--- config.mk ---
export PLATFORM = sky130hd
export DESIGN_NAME = month_calendar_grid_top
export DESIGN_NICKNAME = d
export VERILOG_FILES = /design/src/mcg_pkg.sv /design/src/mcg_front.sv /design/src/mcg_fifo.sv /design/src/mcg_back.sv /design/src/month_calendar_grid_top.sv
export SDC_FILE = /design/constraint.sdc
export NUM_CORES = 1
export LEC_CHECK = 0
export BUFFER_PORTS_ARGS = -buffer_cell sky130_fd_sc_hd__buf_2
export CORE_ASPECT_RATIO = 0.7
export CORE_MARGIN = 2
export CORE_UTILIZATION = 45
export CTS_CLUSTER_SIZE = 12
export DETAILED_ROUTE_END_ITERATION = 12
export RECOVER_POWER = 100
export SYNTH_ARGS = -nofsm -noshare
export SYNTH_HDL_FRONTEND = slang
export SYNTH_SLANG_ARGS = --single-unit
--- constraint.sdc ---
create_clock -name clk -period 9.19 [get_ports clk]
set_input_delay 0.4595 -clock clk [delete_from_list [all_inputs] [get_ports clk]]
set_output_delay 0.4595 -clock clk [all_outputs]
set_load 0.01 [all_outputs]
--- src/mcg_pkg.sv ---
// Shared types, constants and calendar tables for the month grid block.
package mcg_pkg;

  localparam int unsigned MCG_QDEPTH = 2;

  localparam logic [13:0] YEAR_MIN    = 14'd1;
  localparam logic [13:0] YEAR_MAX    = 14'd9999;
  localparam logic [13:0] RESET_YEAR  = 14'd2026;
  localparam logic [3:0]  RESET_MONTH = 4'd1;
  localparam logic [3:0]  MONTH_MAX   = 4'd12;

  typedef enum logic [1:0] {
    KIND_RENDER = 2'd0,
    KIND_NEXT   = 2'd1,
    KIND_PREV   = 2'd2,
    KIND_TODAY  = 2'd3
  } kind_t;

  typedef enum logic {
    REG_FB_YEAR  = 1'b0,
    REG_FB_MONTH = 1'b1
  } reg_idx_t;

  // One queued render job: the month to show plus what is needed for the today mark.
  typedef struct packed {
    logic [13:0] year;
    logic [3:0]  month;
    logic        tmatch;
    logic [4:0]  tday;
  } job_t;

  // Sakamoto month offsets; m is 1..12.
  function automatic logic [2:0] month_shift(input logic [3:0] m);
    logic [2:0] s;
    case (m)
      4'd1:    s = 3'd0;
      4'd2:    s = 3'd3;
      4'd3:    s = 3'd2;
      4'd4:    s = 3'd5;
      4'd5:    s = 3'd0;
      4'd6:    s = 3'd3;
      4'd7:    s = 3'd5;
      4'd8:    s = 3'd1;
      4'd9:    s = 3'd4;
      4'd10:   s = 3'd6;
      4'd11:   s = 3'd2;
      4'd12:   s = 3'd4;
      default: s = 3'd0;
    endcase
    return s;
  endfunction

  function automatic logic [4:0] month_len(input logic [3:0] m);
    logic [4:0] n;
    case (m)
      4'd2:                   n = 5'd28;
      4'd4, 4'd6, 4'd9, 4'd11: n = 5'd30;
      default:                n = 5'd31;
    endcase
    return n;
  endfunction

endpackage

--- src/mcg_front.sv ---
// Front end: config registers, event decode and the view year/month state.
module mcg_front import mcg_pkg::*; (
  input  logic        clk,
  input  logic        rst_n,
  input  logic        psel,
  input  logic        penable,
  input  logic        pwrite,
  input  logic [2:0]  paddr,
  input  logic [31:0] pwdata,
  output logic [31:0] prdata,
  input  logic        in_valid,
  input  logic [1:0]  in_kind,
  input  logic        in_today_valid,
  input  logic [13:0] in_today_year,
  input  logic [3:0]  in_today_month,
  input  logic [4:0]  in_today_day,
  input  logic        q_full,
  output logic        q_push,
  output job_t        q_job
);

  logic [13:0] fb_year_r;
  logic [3:0]  fb_month_r;
  logic [13:0] view_year_r, view_year_nxt;
  logic [3:0]  view_month_r, view_month_nxt;
  logic [13:0] fb_year_c;
  logic [3:0]  fb_month_c;
  logic        clock_ok;
  logic        cfg_wr;

  assign cfg_wr = psel && penable && pwrite;
  assign prdata = (reg_idx_t'(paddr[2]) == REG_FB_MONTH) ? {28'd0, fb_month_r}
                                                         : {18'd0, fb_year_r};

  always_ff @(posedge clk) begin
    if (!rst_n) begin
      fb_year_r  <= RESET_YEAR;
      fb_month_r <= RESET_MONTH;
    end else if (cfg_wr) begin
      unique case (reg_idx_t'(paddr[2]))
        REG_FB_YEAR:  fb_year_r  <= pwdata[13:0];
        REG_FB_MONTH: fb_month_r <= pwdata[3:0];
      endcase
    end
  end

  always_comb begin
    fb_year_c = fb_year_r;
    if (fb_year_r < YEAR_MIN) fb_year_c = YEAR_MIN;
    else if (fb_year_r > YEAR_MAX) fb_year_c = YEAR_MAX;
    fb_month_c = fb_month_r;
    if (fb_month_r == 4'd0) fb_month_c = 4'd1;
    else if (fb_month_r > MONTH_MAX) fb_month_c = MONTH_MAX;
  end

  assign clock_ok = in_today_valid && (in_today_year >= YEAR_MIN) &&
                    (in_today_year <= YEAR_MAX) && (in_today_month != 4'd0) &&
                    (in_today_month <= MONTH_MAX);

  always_comb begin
    view_year_nxt  = view_year_r;
    view_month_nxt = view_month_r;
    unique case (kind_t'(in_kind))
      KIND_RENDER: ;
      KIND_NEXT: begin
        if (view_month_r < MONTH_MAX) begin
          view_month_nxt = view_month_r + 4'd1;
        end else if (view_year_r < YEAR_MAX) begin
          view_month_nxt = 4'd1;
          view_year_nxt  = view_year_r + 14'd1;
        end
      end
      KIND_PREV: begin
        if (view_month_r > 4'd1) begin
          view_month_nxt = view_month_r - 4'd1;
        end else if (view_year_r > YEAR_MIN) begin
          view_month_nxt = MONTH_MAX;
          view_year_nxt  = view_year_r - 14'd1;
        end
      end
      KIND_TODAY: begin
        if (clock_ok) begin
          view_year_nxt  = in_today_year;
          view_month_nxt = in_today_month;
        end else begin
          view_year_nxt  = fb_year_c;
          view_month_nxt = fb_month_c;
        end
      end
    endcase
  end

  assign q_push        = in_valid && !q_full;
  assign q_job.year    = view_year_nxt;
  assign q_job.month   = view_month_nxt;
  assign q_job.tmatch  = in_today_valid && (in_today_year == view_year_nxt) &&
                         (in_today_month == view_month_nxt);
  assign q_job.tday    = in_today_day;

  always_ff @(posedge clk) begin
    if (!rst_n) begin
      view_year_r  <= RESET_YEAR;
      view_month_r <= RESET_MONTH;
    end else if (q_push) begin
      view_year_r  <= view_year_nxt;
      view_month_r <= view_month_nxt;
    end
  end

endmodule

--- src/mcg_fifo.sv ---
// Small job queue between the event front end and the grid generator.
module mcg_fifo import mcg_pkg::*; #(
  parameter int unsigned DEPTH = MCG_QDEPTH
) (
  input  logic clk,
  input  logic rst_n,
  input  logic push,
  input  job_t push_job,
  input  logic pop,
  output job_t pop_job,
  output logic full,
  output logic empty
);

  localparam int unsigned PW = (DEPTH > 1) ? $clog2(DEPTH) : 1;
  localparam int unsigned CW = $clog2(DEPTH + 1);

  job_t          mem_r [DEPTH];
  logic [PW-1:0] wr_ptr_r, rd_ptr_r;
  logic [CW-1:0] count_r;

  assign full    = (count_r == CW'(DEPTH));
  assign empty   = (count_r == '0);
  assign pop_job = mem_r[rd_ptr_r];

  always_ff @(posedge clk) begin
    if (push) mem_r[wr_ptr_r] <= push_job;
  end

  always_ff @(posedge clk) begin
    if (!rst_n) begin
      wr_ptr_r <= '0;
      rd_ptr_r <= '0;
      count_r  <= '0;
    end else begin
      if (push) wr_ptr_r <= (wr_ptr_r == PW'(DEPTH - 1)) ? '0 : wr_ptr_r + PW'(1);
      if (pop)  rd_ptr_r <= (rd_ptr_r == PW'(DEPTH - 1)) ? '0 : rd_ptr_r + PW'(1);
      if (push && !pop)      count_r <= count_r + CW'(1);
      else if (pop && !push) count_r <= count_r - CW'(1);
    end
  end

endmodule

--- src/mcg_back.sv ---
// Back end: first weekday and month length, then one day cell per beat.
module mcg_back import mcg_pkg::*; (
  input  logic        clk,
  input  logic        rst_n,
  input  logic        q_empty,
  input  job_t        q_job,
  output logic        q_pop,
  output logic        out_valid,
  input  logic        out_stall,
  output logic [4:0]  out_day,
  output logic [2:0]  out_column,
  output logic [2:0]  out_row,
  output logic        out_is_today,
  output logic [13:0] out_shown_year,
  output logic [3:0]  out_shown_month,
  output logic        out_last
);

  typedef enum logic [2:0] {S_IDLE, S_DIV, S_SUM, S_MOD, S_EMIT} state_t;

  state_t      state_r;
  job_t        job_r;
  logic [13:0] yy_r;
  logic [6:0]  q100_r;
  logic [14:0] sum_r;
  logic [4:0]  len_r;
  logic [4:0]  day_r;
  logic [2:0]  col_r;
  logic [2:0]  row_r;
  logic        out_valid_r;
  logic [4:0]  out_day_r;
  logic [2:0]  out_col_r, out_row_r;
  logic        out_today_r, out_last_r;
  logic [13:0] out_year_r;
  logic [3:0]  out_month_r;

  logic [26:0] prod100;
  logic [13:0] rem100;
  logic        early;
  logic        cent;
  logic [7:0]  cent_q;
  logic        leap;
  logic [14:0] sum_c;
  logic [31:0] prod7;
  logic [14:0] q7;
  logic [14:0] first_c;
  logic        out_free;

  // yy / 100 via reciprocal, exact for 14-bit yy
  assign prod100 = 27'(yy_r) * 27'd5243;

  // In January/February yy is year-1, so the year is a century when yy % 100 is 99.
  assign early  = (job_r.month < 4'd3);
  assign rem100 = yy_r - 14'(q100_r) * 14'd100;
  assign cent   = early ? (rem100 == 14'd99) : (rem100 == 14'd0);
  assign cent_q = early ? 8'(q100_r) + 8'd1 : 8'(q100_r);
  assign leap   = ((job_r.year[1:0] == 2'd0) && !cent) || (cent && (cent_q[1:0] == 2'd0));
  assign sum_c  = 15'(yy_r) + 15'(yy_r >> 2) - 15'(q100_r) + 15'(q100_r >> 2) +
                  15'(month_shift(job_r.month)) + 15'd1;

  // sum % 7 via reciprocal, exact below 43690
  assign prod7   = 32'(sum_r) * 32'd37450;
  assign q7      = 15'(prod7 >> 18);
  assign first_c = sum_r - q7 * 15'd7;

  assign out_free = !out_valid_r || !out_stall;
  assign q_pop    = (state_r == S_IDLE) && !q_empty;

  always_ff @(posedge clk) begin
    if (!rst_n) begin
      state_r     <= S_IDLE;
      out_valid_r <= 1'b0;
    end else begin
      // while emitting, the output register is reloaded whenever it frees up
      if (out_valid_r && !out_stall && (state_r != S_EMIT)) out_valid_r <= 1'b0;
      unique case (state_r)
        S_IDLE: begin
          if (!q_empty) begin
            job_r   <= q_job;
            yy_r    <= (q_job.month < 4'd3) ? q_job.year - 14'd1 : q_job.year;
            state_r <= S_DIV;
          end
        end
        S_DIV: begin
          q100_r  <= 7'(prod100 >> 19);
          state_r <= S_SUM;
        end
        S_SUM: begin
          sum_r   <= sum_c;
          len_r   <= ((job_r.month == 4'd2) && leap) ? 5'd29 : month_len(job_r.month);
          state_r <= S_MOD;
        end
        S_MOD: begin
          col_r   <= first_c[2:0];
          row_r   <= 3'd0;
          day_r   <= 5'd1;
          state_r <= S_EMIT;
        end
        S_EMIT: begin
          if (out_free) begin
            out_valid_r <= 1'b1;
            out_day_r   <= day_r;
            out_col_r   <= col_r;
            out_row_r   <= row_r;
            out_today_r <= job_r.tmatch && (job_r.tday == day_r);
            out_year_r  <= job_r.year;
            out_month_r <= job_r.month;
            out_last_r  <= (day_r == len_r);
            day_r       <= day_r + 5'd1;
            if (col_r == 3'd6) begin
              col_r <= 3'd0;
              row_r <= row_r + 3'd1;
            end else begin
              col_r <= col_r + 3'd1;
            end
            if (day_r == len_r) state_r <= S_IDLE;
          end
        end
        default: state_r <= S_IDLE;
      endcase
    end
  end

  assign out_valid       = out_valid_r;
  assign out_day         = out_day_r;
  assign out_column      = out_col_r;
  assign out_row         = out_row_r;
  assign out_is_today    = out_today_r;
  assign out_shown_year  = out_year_r;
  assign out_shown_month = out_month_r;
  assign out_last        = out_last_r;

endmodule

--- src/month_calendar_grid_top.sv ---
// Top level of the month calendar grid generator.
//
//  channel | direction | handshake          | beat
//  in_*    | input     | in_valid/in_stall   | one event (render/next/prev/today)
//  out_*   | output    | out_valid/out_stall | one day cell of the shown month
//  cfg     | input     | APB psel/penable    | fallback year and month registers
//
// An event is taken into a job queue (depth QDEPTH); the grid unit then does the
// weekday and month length math in its divide, sum and mod states and emits 28 to 31
// cells, one per cycle while the output is not stalled.
// Synchronous active-low reset: view is January 2026, fallback is January 2026.
// in_stall rises only when the job queue is full; out_stall freezes the output register.
module month_calendar_grid_top import mcg_pkg::*; #(
  parameter int unsigned QDEPTH = MCG_QDEPTH
) (
  input  logic        clk,
  input  logic        rst_n,
  input  logic        psel,
  input  logic        penable,
  input  logic        pwrite,
  input  logic [2:0]  paddr,
  input  logic [31:0] pwdata,
  output logic [31:0] prdata,
  output logic        pready,
  input  logic        in_valid,
  output logic        in_stall,
  input  logic [1:0]  in_kind,
  input  logic        in_today_valid,
  input  logic [13:0] in_today_year,
  input  logic [3:0]  in_today_month,
  input  logic [4:0]  in_today_day,
  output logic        out_valid,
  input  logic        out_stall,
  output logic [4:0]  out_day,
  output logic [2:0]  out_column,
  output logic [2:0]  out_row,
  output logic        out_is_today,
  output logic [13:0] out_shown_year,
  output logic [3:0]  out_shown_month,
  output logic        out_last
);

  logic q_full, q_empty, q_push, q_pop;
  job_t push_job, pop_job;

  assign pready   = 1'b1;
  assign in_stall = q_full;

  mcg_front u_front (
    .clk            (clk),
    .rst_n          (rst_n),
    .psel           (psel),
    .penable        (penable),
    .pwrite         (pwrite),
    .paddr          (paddr),
    .pwdata         (pwdata),
    .prdata         (prdata),
    .in_valid       (in_valid),
    .in_kind        (in_kind),
    .in_today_valid (in_today_valid),
    .in_today_year  (in_today_year),
    .in_today_month (in_today_month),
    .in_today_day   (in_today_day),
    .q_full         (q_full),
    .q_push         (q_push),
    .q_job          (push_job)
  );

  mcg_fifo #(.DEPTH(QDEPTH)) u_fifo (
    .clk      (clk),
    .rst_n    (rst_n),
    .push     (q_push),
    .push_job (push_job),
    .pop      (q_pop),
    .pop_job  (pop_job),
    .full     (q_full),
    .empty    (q_empty)
  );

  mcg_back u_back (
    .clk             (clk),
    .rst_n           (rst_n),
    .q_empty         (q_empty),
    .q_job           (pop_job),
    .q_pop           (q_pop),
    .out_valid       (out_valid),
    .out_stall       (out_stall),
    .out_day         (out_day),
    .out_column      (out_column),
    .out_row         (out_row),
    .out_is_today    (out_is_today),
    .out_shown_year  (out_shown_year),
    .out_shown_month (out_shown_month),
    .out_last        (out_last)
  );

endmodule
; After elaboration in Yosys (flattened, before gate mapping)
; Memory sizes are Yosys's and may differ from the RTL's. A register that Yosys moved wholly into a read port is not among the register bits.
; Index checks and enable logic that the tools add are counted.
; Widths: inputs -> output; s select.
[word_totals]
ff_bits = 151
ramBits = 48
rom_bits = 48
in_bits = 68
out_inout_bits = 66
word_cells = 182
n_memories = 2
[memory_table]
columns = name, depth, width, read_ports, rd_clocked_by_memory_dff, wr, line_no
row1 = (name not given), 16, 3, 1, 1, 0, mcg_pkg.sv:35  ; case (m)
row2 = u_fifo.mem_r, 2, 24, 1, 1, 1, mcg_fifo.sv:18  ; job_t mem_r [DEPTH];
[classes]
addsub = 20
multipliers = 4
magnitude_cmp = 12
eq_ne = 24
mux = 45
bitwise_logic = 2
reduce_logical = 46
[ops]
columns = operator, count
row1 = $mux 14, 9
row2 = $pmux 14 s3, 1
row3 = $mux 4, 8
row4 = $mul 15x15->30 const B, 1
row5 = $sub 14x1->14 const B, 2
row6 = $mul 14x13->26 const B, 1
row7 = $mux 3, 7
row8 = $logic_and 1x1->1, 18
row9 = $add 14x12->15, 1
row10 = $add 15x1->15 const B, 1
row11 = $add 15x3->15, 1
row12 = $add 15x5->15, 1
row13 = $pmux 3 s5, 1
row14 = $sub 15x7->15, 1
row15 = $add 14x1->14 const B, 1
row16 = $eq 14x14->1, 1
row17 = $eq 14x7->1 const B, 1
row18 = $ge 14x1->1 const B, 1
row19 = $gt 14x1->1 const B, 1
row20 = $gt 14x14->1 const B, 1
row21 = $le 14x14->1 const B, 1
row22 = $logic_not 14->1, 1
row23 = $lt 14x1->1 const B, 1
row24 = $lt 14x14->1 const B, 1
row25 = other kinds (48), 90

; Longest topological paths before layout
; Gate-level depths: netlist of the first run.
[depth]
ltp_word = 10
mapped_depth = 25

; Modules after synthesis
; Synthesis of the first run repeated with hierarchy kept, for this count alone.
[hier_totals]
hier_cells = 1719
area_unflattened_um2 = 17693.2
[modules_own_cells]
columns = mod, instances, cells_per_inst, area_per_inst_um2, seq_area_each_um2
row1 = mcg_back, 1, 1046, 11673.7, 3263.1
row2 = mcg_front, 1, 574, 4057.6, 720.7
row3 = mcg_fifo, 1, 97, 1950.6, 1541.5
row4 = month_calendar_grid_top, 1, 2, 11.3, 0.0

; Least setup slack after synthesis of the first run
; OpenSTA, ideal clock, no wires.
[synth_timing]
kind = register to register
start = register u_back.sum_r[1]
end = register u_back.col_r[2] (data pin)
setup_time_ps = 264
t_arrival_ps = 5524
required_ps = 8926
slack_ps = 3401
path_stages_with_launch = 23
path_buffers = 0
cell_sequence = edfxtp_1 ha_1 inv_1 fa_1 inv_1 fa_1 fa_1 inv_1 fa_1 inv_1 ha_1 nand2_1 or3_1 o21ai_1 xnor2_1 o21ai_0 xnor2_1 fa_1 xnor2_1 xnor2_1 xnor2_1 xnor2_1 a21oi_1
[synth_between]
elab_chain_len = 4
[synth_rtl]
columns = element, line_no
row1 = start: declaration, mcg_back.sv:25  ; logic [14:0] sum_r;
row2 = start signal: assignment, mcg_back.sv:89  ; sum_r <= sum_c;
row3 = $mul 15x15->30, mcg_back.sv:62  ; assign prod7 = 32'(sum_r) * 32'd37450;
row4 = $mul 13x3->3, mcg_back.sv:64  ; assign first_c = sum_r - q7 * 15'd7;
row5 = $sub 3x3->3 *, mcg_back.sv:64
row6 = $pmux 3 s2 *, mcg_back.sv:76  ; unique case (state_r)
row7 = end signal: assignment, mcg_back.sv:94  ; col_r <= first_c[2:0];
row8 = end signal: assignment, mcg_back.sv:114  ; col_r <= col_r + 3'd1;
row9 = end: declaration, mcg_back.sv:28  ; logic [2:0] col_r;
; Every way passes the cells marked *; elsewhere a longest branch is shown, timed or not.
; A chain may end at the register's enable or synchronous reset.

; Worst setup path after layout of the first run
; Same ends and word-level chain as after synthesis.

==> out/qor.yml, run 1 <==
numCtsBuffers: 17
clock_path_buffers: 2
r2r_end: "u_back.col_r[2]$_DFFE_PP_"
synthTopCellsByCount: "291 x inv_1, 255 x ha_1, 152 x edfxtp_1"
synthArstFlopShare_pct: 0
end_kind: "flop"
cts_tree: "done"
multi_input_area_um2: 10500
critical_path.max_fanout: 6
whs_path_depth: 3
drtIter0Drc: 905
rsz0062_at_grt: "false"
clk_pin_slew_ns: 0.08
hold_viol_final: 0
clock_skew_ns: 0.0179
ys_types: 82
critical_path_class: "reg -> reg"
reg2reg_from: "u_back.sum_r[1]$_DFFE_PP_"
synth_cells: 1709
period_needed_ns: 6.45
finalSetupViolCount: 0
synth_top_area_cell: "edfxtp_1"
slew_violations: 169
hp-start: "pwdata[5]"
drive_above_1_share_pct: 5.55
cp-start-kind: "flop"
dieArea_um2: 40400
fmax_mhz: 155
rows: 60
coreArea_um2: 38300
antenna_left: 0
synth-edff-count: 152
synthTopCellsByArea: "edfxtp_1 26%, ha_1 18%, fa_1 13%"
status: "complete, but fails checks"
final.setup.tns_ns: 0
grt_pass1_vias: 11900
tightest_slew_ns: 2.24
nets: 2220
min_path_type: "in -> reg"
cp_data_arrival_time_ns: 6.63
antenna_found_initial: 0
regArea_um2: 5530
worstPathRequired_ns: 9.37
placed_cells: 2265
crit_chain: "ha_1 > inv_1 > fa_1 > inv_1 > fa_1 > fa_1 > inv_1 > fa_1 > inv_1 > ha_1 > nand2_1 > or3_1 > o21ai_0 > xnor2_1 > o21ai_0 > xnor2_1 > fa_1 > xnor2_1 > xnor2_1 > xnor2_1 > xnor2_1 > a21oi_1"
ys_seq_area_share_pct: 31.7
max-cap-violations: 7
die_h_um: 169
yosysWarnings: 0
die-width_um: 239
place_hpwl_um: 34900
io_buffers: 94
finalNonFillerCells: 2298
numClockSinks: 200
initial_core_util_pct: 45.5
grt_pass1_wl_um: 67700
stdcell_area_um2: 18800
drc_errors: 0
cp_slowest_cell: "fa_1"
ys.flop_type: "edfxtp_1"
min_to: "u_front.fb_year_r[5]$_SDFFE_PN1P_"
synthesis.area_um2: 17400
vias: 12400
grtUsageTotal_pct: 22.0
ys_ff_latch: 200
syn2layout_area_growth_pct: 7.80
drtPass1Iterations: 5
drt-total-wl_um: 43100
post_cts_resized: 0
crit_path_frequent_cell: "xnor2_1"
worst-r2r-setup-slack_ns: 2.74
gp_congestion: 0.943
num_io_pins: 134
fillers: 3623
insertion_delay_ns: 0.45
avgRoutedWirePerCell_um: 18.8
fin_crit_sh_pct: 70.1
synth.top_cell.area_share_pct: 26.2
violations: "capacitance limit, slew limit"
routed_via_density: 5.39
cp_slowest_stage_delay_ns: 0.56
yosysMostFrequentCell: "inv_1"
r2r_cells: 22
synth.avg_cell_area_um2: 10.2
cts_root_buf: "clkbuf_16"
postCtsSetupBuffers: 0
slew_headroom_pct: -53.3
hold_buffers: 0
grt_remaining_overflow: 0
h-tree-depth: 4
grt_max_degree: 49
post_dp_cell_area_um2: 18300
## worst max-delay path, delay by kind of cell (launching register included)
| family | cells | cell delay (ns) |
|---|---|---|
| XOR/XNOR | 6 | 1.00 |
| flip-flops | 1 | 0.53 |
| adder cells (fa/ha/maj) | 7 | 3.26 |
| AO/OA/AOI/OAI | 3 | 0.70 |
| buffers and inverters | 4 | 0.23 |
| AND/OR/NAND/NOR | 2 | 0.47 |
## cell usage in the layout, fill, tap and decap left out, types with 18 or more instances in the layout
master	Yosys	final
clkbuf_1	35	59
ha_1	255	255
o21ai_0	38	41
and3_1	20	20
conb_1	2	19
xnor2_1	60	60
inv_1	291	291
nor2_1	80	80
clkbuf_16	0	18
mux2i_1	31	31
nor2b_1	20	20
buf_2	3	40
xor2_1	31	31
nand2_1	116	116
nor3_1	27	28
fa_1	109	109
edfxtp_1	152	152
nand3_1	37	37
a21oi_1	45	45
dfxtp_1	48	48
a21boi_0	20	22
## layout make-up
cell class              count  area share (%)
diodes                      1          0.0133
clock buffers              19            2.47
clock inverters            13           0.666
inverters                 291            5.81
multi-input cells        1175            55.9
flip-flops and latches    200            29.4
well taps                 496            3.30
repair buffers            103            2.40
## cell families after synthesis
| family | count (synthesis) | share of synthesized area, % |
|---|---|---|
| buffers and inverters | 351 | 8.03 |
| AO/OA/AOI/OAI | 243 | 9.79 |
| flip-flops | 200 | 31.7 |
| multiplexers | 52 | 3.14 |
| XOR/XNOR | 91 | 4.57 |
| other | 2 | 0.0431 |
| adder cells (fa/ha/maj) | 364 | 30.8 |
| AND/OR/NAND/NOR | 406 | 11.9 |
## worst max-delay path by stage
stage / startpoint / end / slack, ns / cells after the start
6_report: u_back.sum_r[1]$_DFFE_PP_ / u_back.col_r[2]$_DFFE_PP_ / 2.74 / 22
5_1_grt: u_back.sum_r[1]$_DFFE_PP_ / u_back.col_r[2]$_DFFE_PP_ / 2.40 / 22
4_1_cts: u_back.sum_r[1]$_DFFE_PP_ / u_back.col_r[2]$_DFFE_PP_ / 2.88 / 22
3_5_place_dp: u_back.sum_r[1]$_DFFE_PP_ / u_back.col_r[2]$_DFFE_PP_ / 2.94 / 22
3_3_place_gp: u_back.sum_r[1]$_DFFE_PP_ / u_back.col_r[2]$_DFFE_PP_ / 3.01 / 22
2_1_floorplan: u_back.sum_r[1]$_DFFE_PP_ / u_back.col_r[2]$_DFFE_PP_ / 3.40 / 22
## layer usage
layer	global-route usage, %	share of wire (%)	vias to the layer above
li1	-	-	6015
met1	36.2	54	5969
met2	29.3	38	358
met3	4.45	7.2	33
met4	3.56	0.81	0
met5	0	0	-
## per-stage QoR
stage | hold WS, ns | utilization [%] | setup WS, ns
2_1_floorplan | 0.400 | - | 3.40
3_3_place_gp | 0.402 | 47.9 | 3.01
3_5_place_dp | 0.405 | 47.9 | 2.94
4_1_cts | 0.184 | 49.5 | 2.88
5_1_grt | 0.216 | 49.1 | 2.40
6_report | 0.212 | 49.1 | 2.74
## state kept, by name, summed over array words and instances, names as in the netlist, 2 cells and up, named ones only
signal and count:
u_fifo.mem_r 48, u_back.job_r 24, u_back.sum_r 15, u_back.out_shown_year 14, u_back.yy_r 14, u_front.fb_year_r 14, u_front.view_year_r 14, u_back.q100_r 7
u_back.day_r 5, u_back.out_day 5, u_back.out_shown_month 4, u_front.fb_month_r 4, u_front.view_month_r 4, u_back.col_r 3, u_back.out_column 3, u_back.out_row 3
u_back.row_r 3, u_back.state_r 3, u_back.len_r 2, u_fifo.count_r 2
Power of run 1 is not shown: default switching activity piles up to over one toggle a cycle in this logic, so the estimate is an artifact.
==> run 2: changes to the inputs <==
Settings changed: ABC_AREA from default to 1.
Clock period 9.19 ns to 5.3 ns, I/O delays scaled along.
==> out/qor.yml, run 2 <==
antenna_left: 0  # unchanged
drc_errors: 0  # unchanged
max-cap-violations: 4  # was 7
finalSetupViolCount: 3  # was 0
cts_tree: "done"  # unchanged
synthTopCellsByCount: "442 x inv_1, 281 x nand2_1, 255 x ha_1"  # was 291 x inv_1, 255 x ha_1, 152 x edfxtp_1
cp-start-kind: "flop"  # unchanged
synth-edff-count: 152  # unchanged
ys_seq_area_share_pct: 30.4  # was 31.7%
clk_pin_slew_ns: 0.08  # about the same
synthTopCellsByArea: "edfxtp_1 25%, ha_1 18%, fa_1 12%"  # was edfxtp_1 26%, ha_1 18%, fa_1 13%
fin_util_pct: 51.2  # was 49.1%
num_io_pins: 134  # unchanged
ys_ff_latch: 200  # unchanged
multi_input_area_um2: 10800  # was 10500 um2
drtIter0Drc: 1161  # was 905
hold_viol_final: 0  # unchanged
h-tree-depth: 4  # unchanged
antenna_cells: 0  # was 1
synth_top_area_cell: "edfxtp_1"  # unchanged
die-width_um: 244  # was 239 um
cp_data_arrival_time_ns: 5.93  # was 6.63 ns
largest_registers: "u_fifo.mem_r (48), u_back.job_r (24), u_back.sum_r (15)"  # unchanged
rows: 61  # was 60
ys_types: 64  # was 82
worstPathRequired_ns: 5.51  # was 9.37 ns
layout_common_cells: "439 x inv_1, 282 x nand2_1, 241 x ha_1"  # was 291 x inv_1, 255 x ha_1, 152 x edfxtp_1
largest_reg_flops: 48  # unchanged
synthArstFlopShare_pct: 0  # unchanged
grt_remaining_overflow: 0  # unchanged
ys.flop_type: "edfxtp_1"  # unchanged
initial_core_util_pct: 45.8  # was 45.5%
vias: 14000  # was 12400
cts_root_buf: "clkbuf_16"  # unchanged
yosysWarnings: 0  # unchanged
synth.top_cell.area_share_pct: 25.1  # was 26.2%
drtPass1Iterations: 5  # unchanged
fmax_mhz: 175  # was 155 MHz
critical_path_class: "reg -> reg"  # unchanged
tightest_slew_ns: 2.82  # was 2.24 ns
end_kind: "flop"  # unchanged
clock_path_buffers: 2  # unchanged
violations: "capacitance limit, slew limit, setup timing"  # was capacitance limit, slew limit
status: "complete, but fails checks"  # unchanged
grt_pass1_wl_um: 73200  # was 67700 um
gp_congestion: 0.955  # was 0.943
synth.avg_cell_area_um2: 8.87  # was 10.2 um2
drive_above_1_share_pct: 10.5  # was 5.55%
final_common_cell: "inv_1"  # unchanged
grt_max_degree: 44  # was 49
synthesis.area_um2: 18200  # was 17400 um2
grtUsageTotal_pct: 22.2  # was 22.0%
syn2layout_area_growth_pct: 11.9  # was 7.80%
cp_slowest_stage_delay_ns: 0.53  # was 0.56 ns
fillers: 3766  # was 3623
slew_violations: 129  # was 169
antenna_found_initial: 0  # unchanged
yosysMostFrequentCell: "inv_1"  # unchanged
synth_cells: 2051  # was 1709
insertion_delay_ns: 0.46  # was 0.45 ns
crit_path_frequent_cell: "ha_1"  # was xnor2_1
setup_slack_ns: -0.416  # was 2.74 ns
numClockSinks: 200  # unchanged
avgRoutedWirePerCell_um: 16.5  # was 18.8 um
period_needed_ns: 5.72  # was 6.45 ns
slew_headroom_pct: -89.0  # was -53.3%
drt-total-wl_um: 45500  # was 43100 um
dieArea_um2: 42100  # was 40400 um2
nets: 2637  # was 2220
regArea_um2: 5530  # unchanged
routed_via_density: 5.10  # was 5.39
rsz0062_at_grt: "true"  # was false
io_buffers: 94  # unchanged
top_register: "u_fifo.mem_r"  # unchanged
coreArea_um2: 39800  # was 38300 um2
min_path_type: "in -> reg"  # unchanged
grt_pass1_vias: 13700  # was 11900
die_h_um: 172  # was 169 um
fin_crit_sh_pct: 108  # was 70.1%
cp_slowest_cell: "fa_1"  # unchanged
numCtsBuffers: 17  # unchanged
clock_skew_ns: 0.0169  # was 0.0179 ns
holdWs_ns: 0.0262  # was 0.212 ns
critical_path.max_fanout: 4  # was 6
place_hpwl_um: 37600  # was 34900 um
==> run 2: repair_timing <==
item | in CTS | in global routing
setup endpoints to repair | 1 | 4
buffers inserted | 11 | 5
pin swaps | 16 | 16
hold buffers | 6 | 0
resized for setup | 7 | 31
endpoints found under the hold margin | 11 | 0
==> run 2: worst paths after layout <==
check	start	to	slack (ns)	depth (start not counted)
worst min register to register	u_back.job_r[14]$_DFFE_PP_	u_back.out_shown_year[4]$_DFFE_PP_	0.43	0
worst max-delay path	u_back.sum_r[10]$_DFFE_PP_	u_back.col_r[2]$_DFFE_PP_	-0.42	27
worst max register to register	u_back.sum_r[10]$_DFFE_PP_	u_back.col_r[2]$_DFFE_PP_	-0.42	27
worst min-delay path	pwdata[7]	u_front.fb_year_r[7]$_SDFFE_PN1P_	0.03	3
==> run 2: per-stage QoR <==
stage / setup WS, ns / TNS [ns] / instances / cell area (um2)
4_1_cts: -0.442 / -0.442 / 2748 / 20400
2_1_floorplan: -0.164 / -0.164 / 2068 / 18300
5_1_grt: -0.700 / -1.89 / 2753 / 20400
3_5_place_dp: -0.497 / -0.497 / 2699 / 19500
3_3_place_gp: -0.500 / -0.500 / 2699 / 19500
6_report: -0.416 / -0.492 / 2753 / 20400
==> run 2: logic make-up after synthesis <==
logic type      synth area share [%]
buf+inv                         11.3
flops                           30.4
mux                            0.481
other cells                   0.0413
fa+ha+maj                       29.5
xor+xnor                        3.71
compound gates                  8.77
simple gates                    15.8
==> run 2: final cells by class <==
class                           count  share of cell area [%]
Sequential cell                   200                    27.1
Clock inverter                     15                    1.12
Tap cell                          535                    3.29
Timing Repair Buffer              169                    4.67
Inverter                          456                    8.43
Multi-Input combinational cell   1361                    53.3
Clock buffer                       17                    2.09
==> run 2: worst max-delay path: cells and delay by family, from the launching register on <==
family                   cells  cell delay (ns)
AND/OR/NAND/NOR              5             0.51
adder cells (fa/ha/maj)      9             3.14
AO/OA/AOI/OAI                3             0.30
buffers and inverters        6             0.48
flip-flops                   1             0.44
XOR/XNOR                     4             0.58
==> run 2: routing by layer <==
layer / vias to the layer above / share of wire, % / wire [um] / global-route usage, %
li1: 6940 / - / - / -
met1: 6693 / 52 / 23600 / 34.6
met2: 366 / 40 / 18400 / 32.1
met3: 31 / 6.9 / 3120 / 4.28
met4: 0 / 0.83 / 379 / 3.61
met5: - / 0 / 0 / 0
Power of run 2 is left out for the same reason.
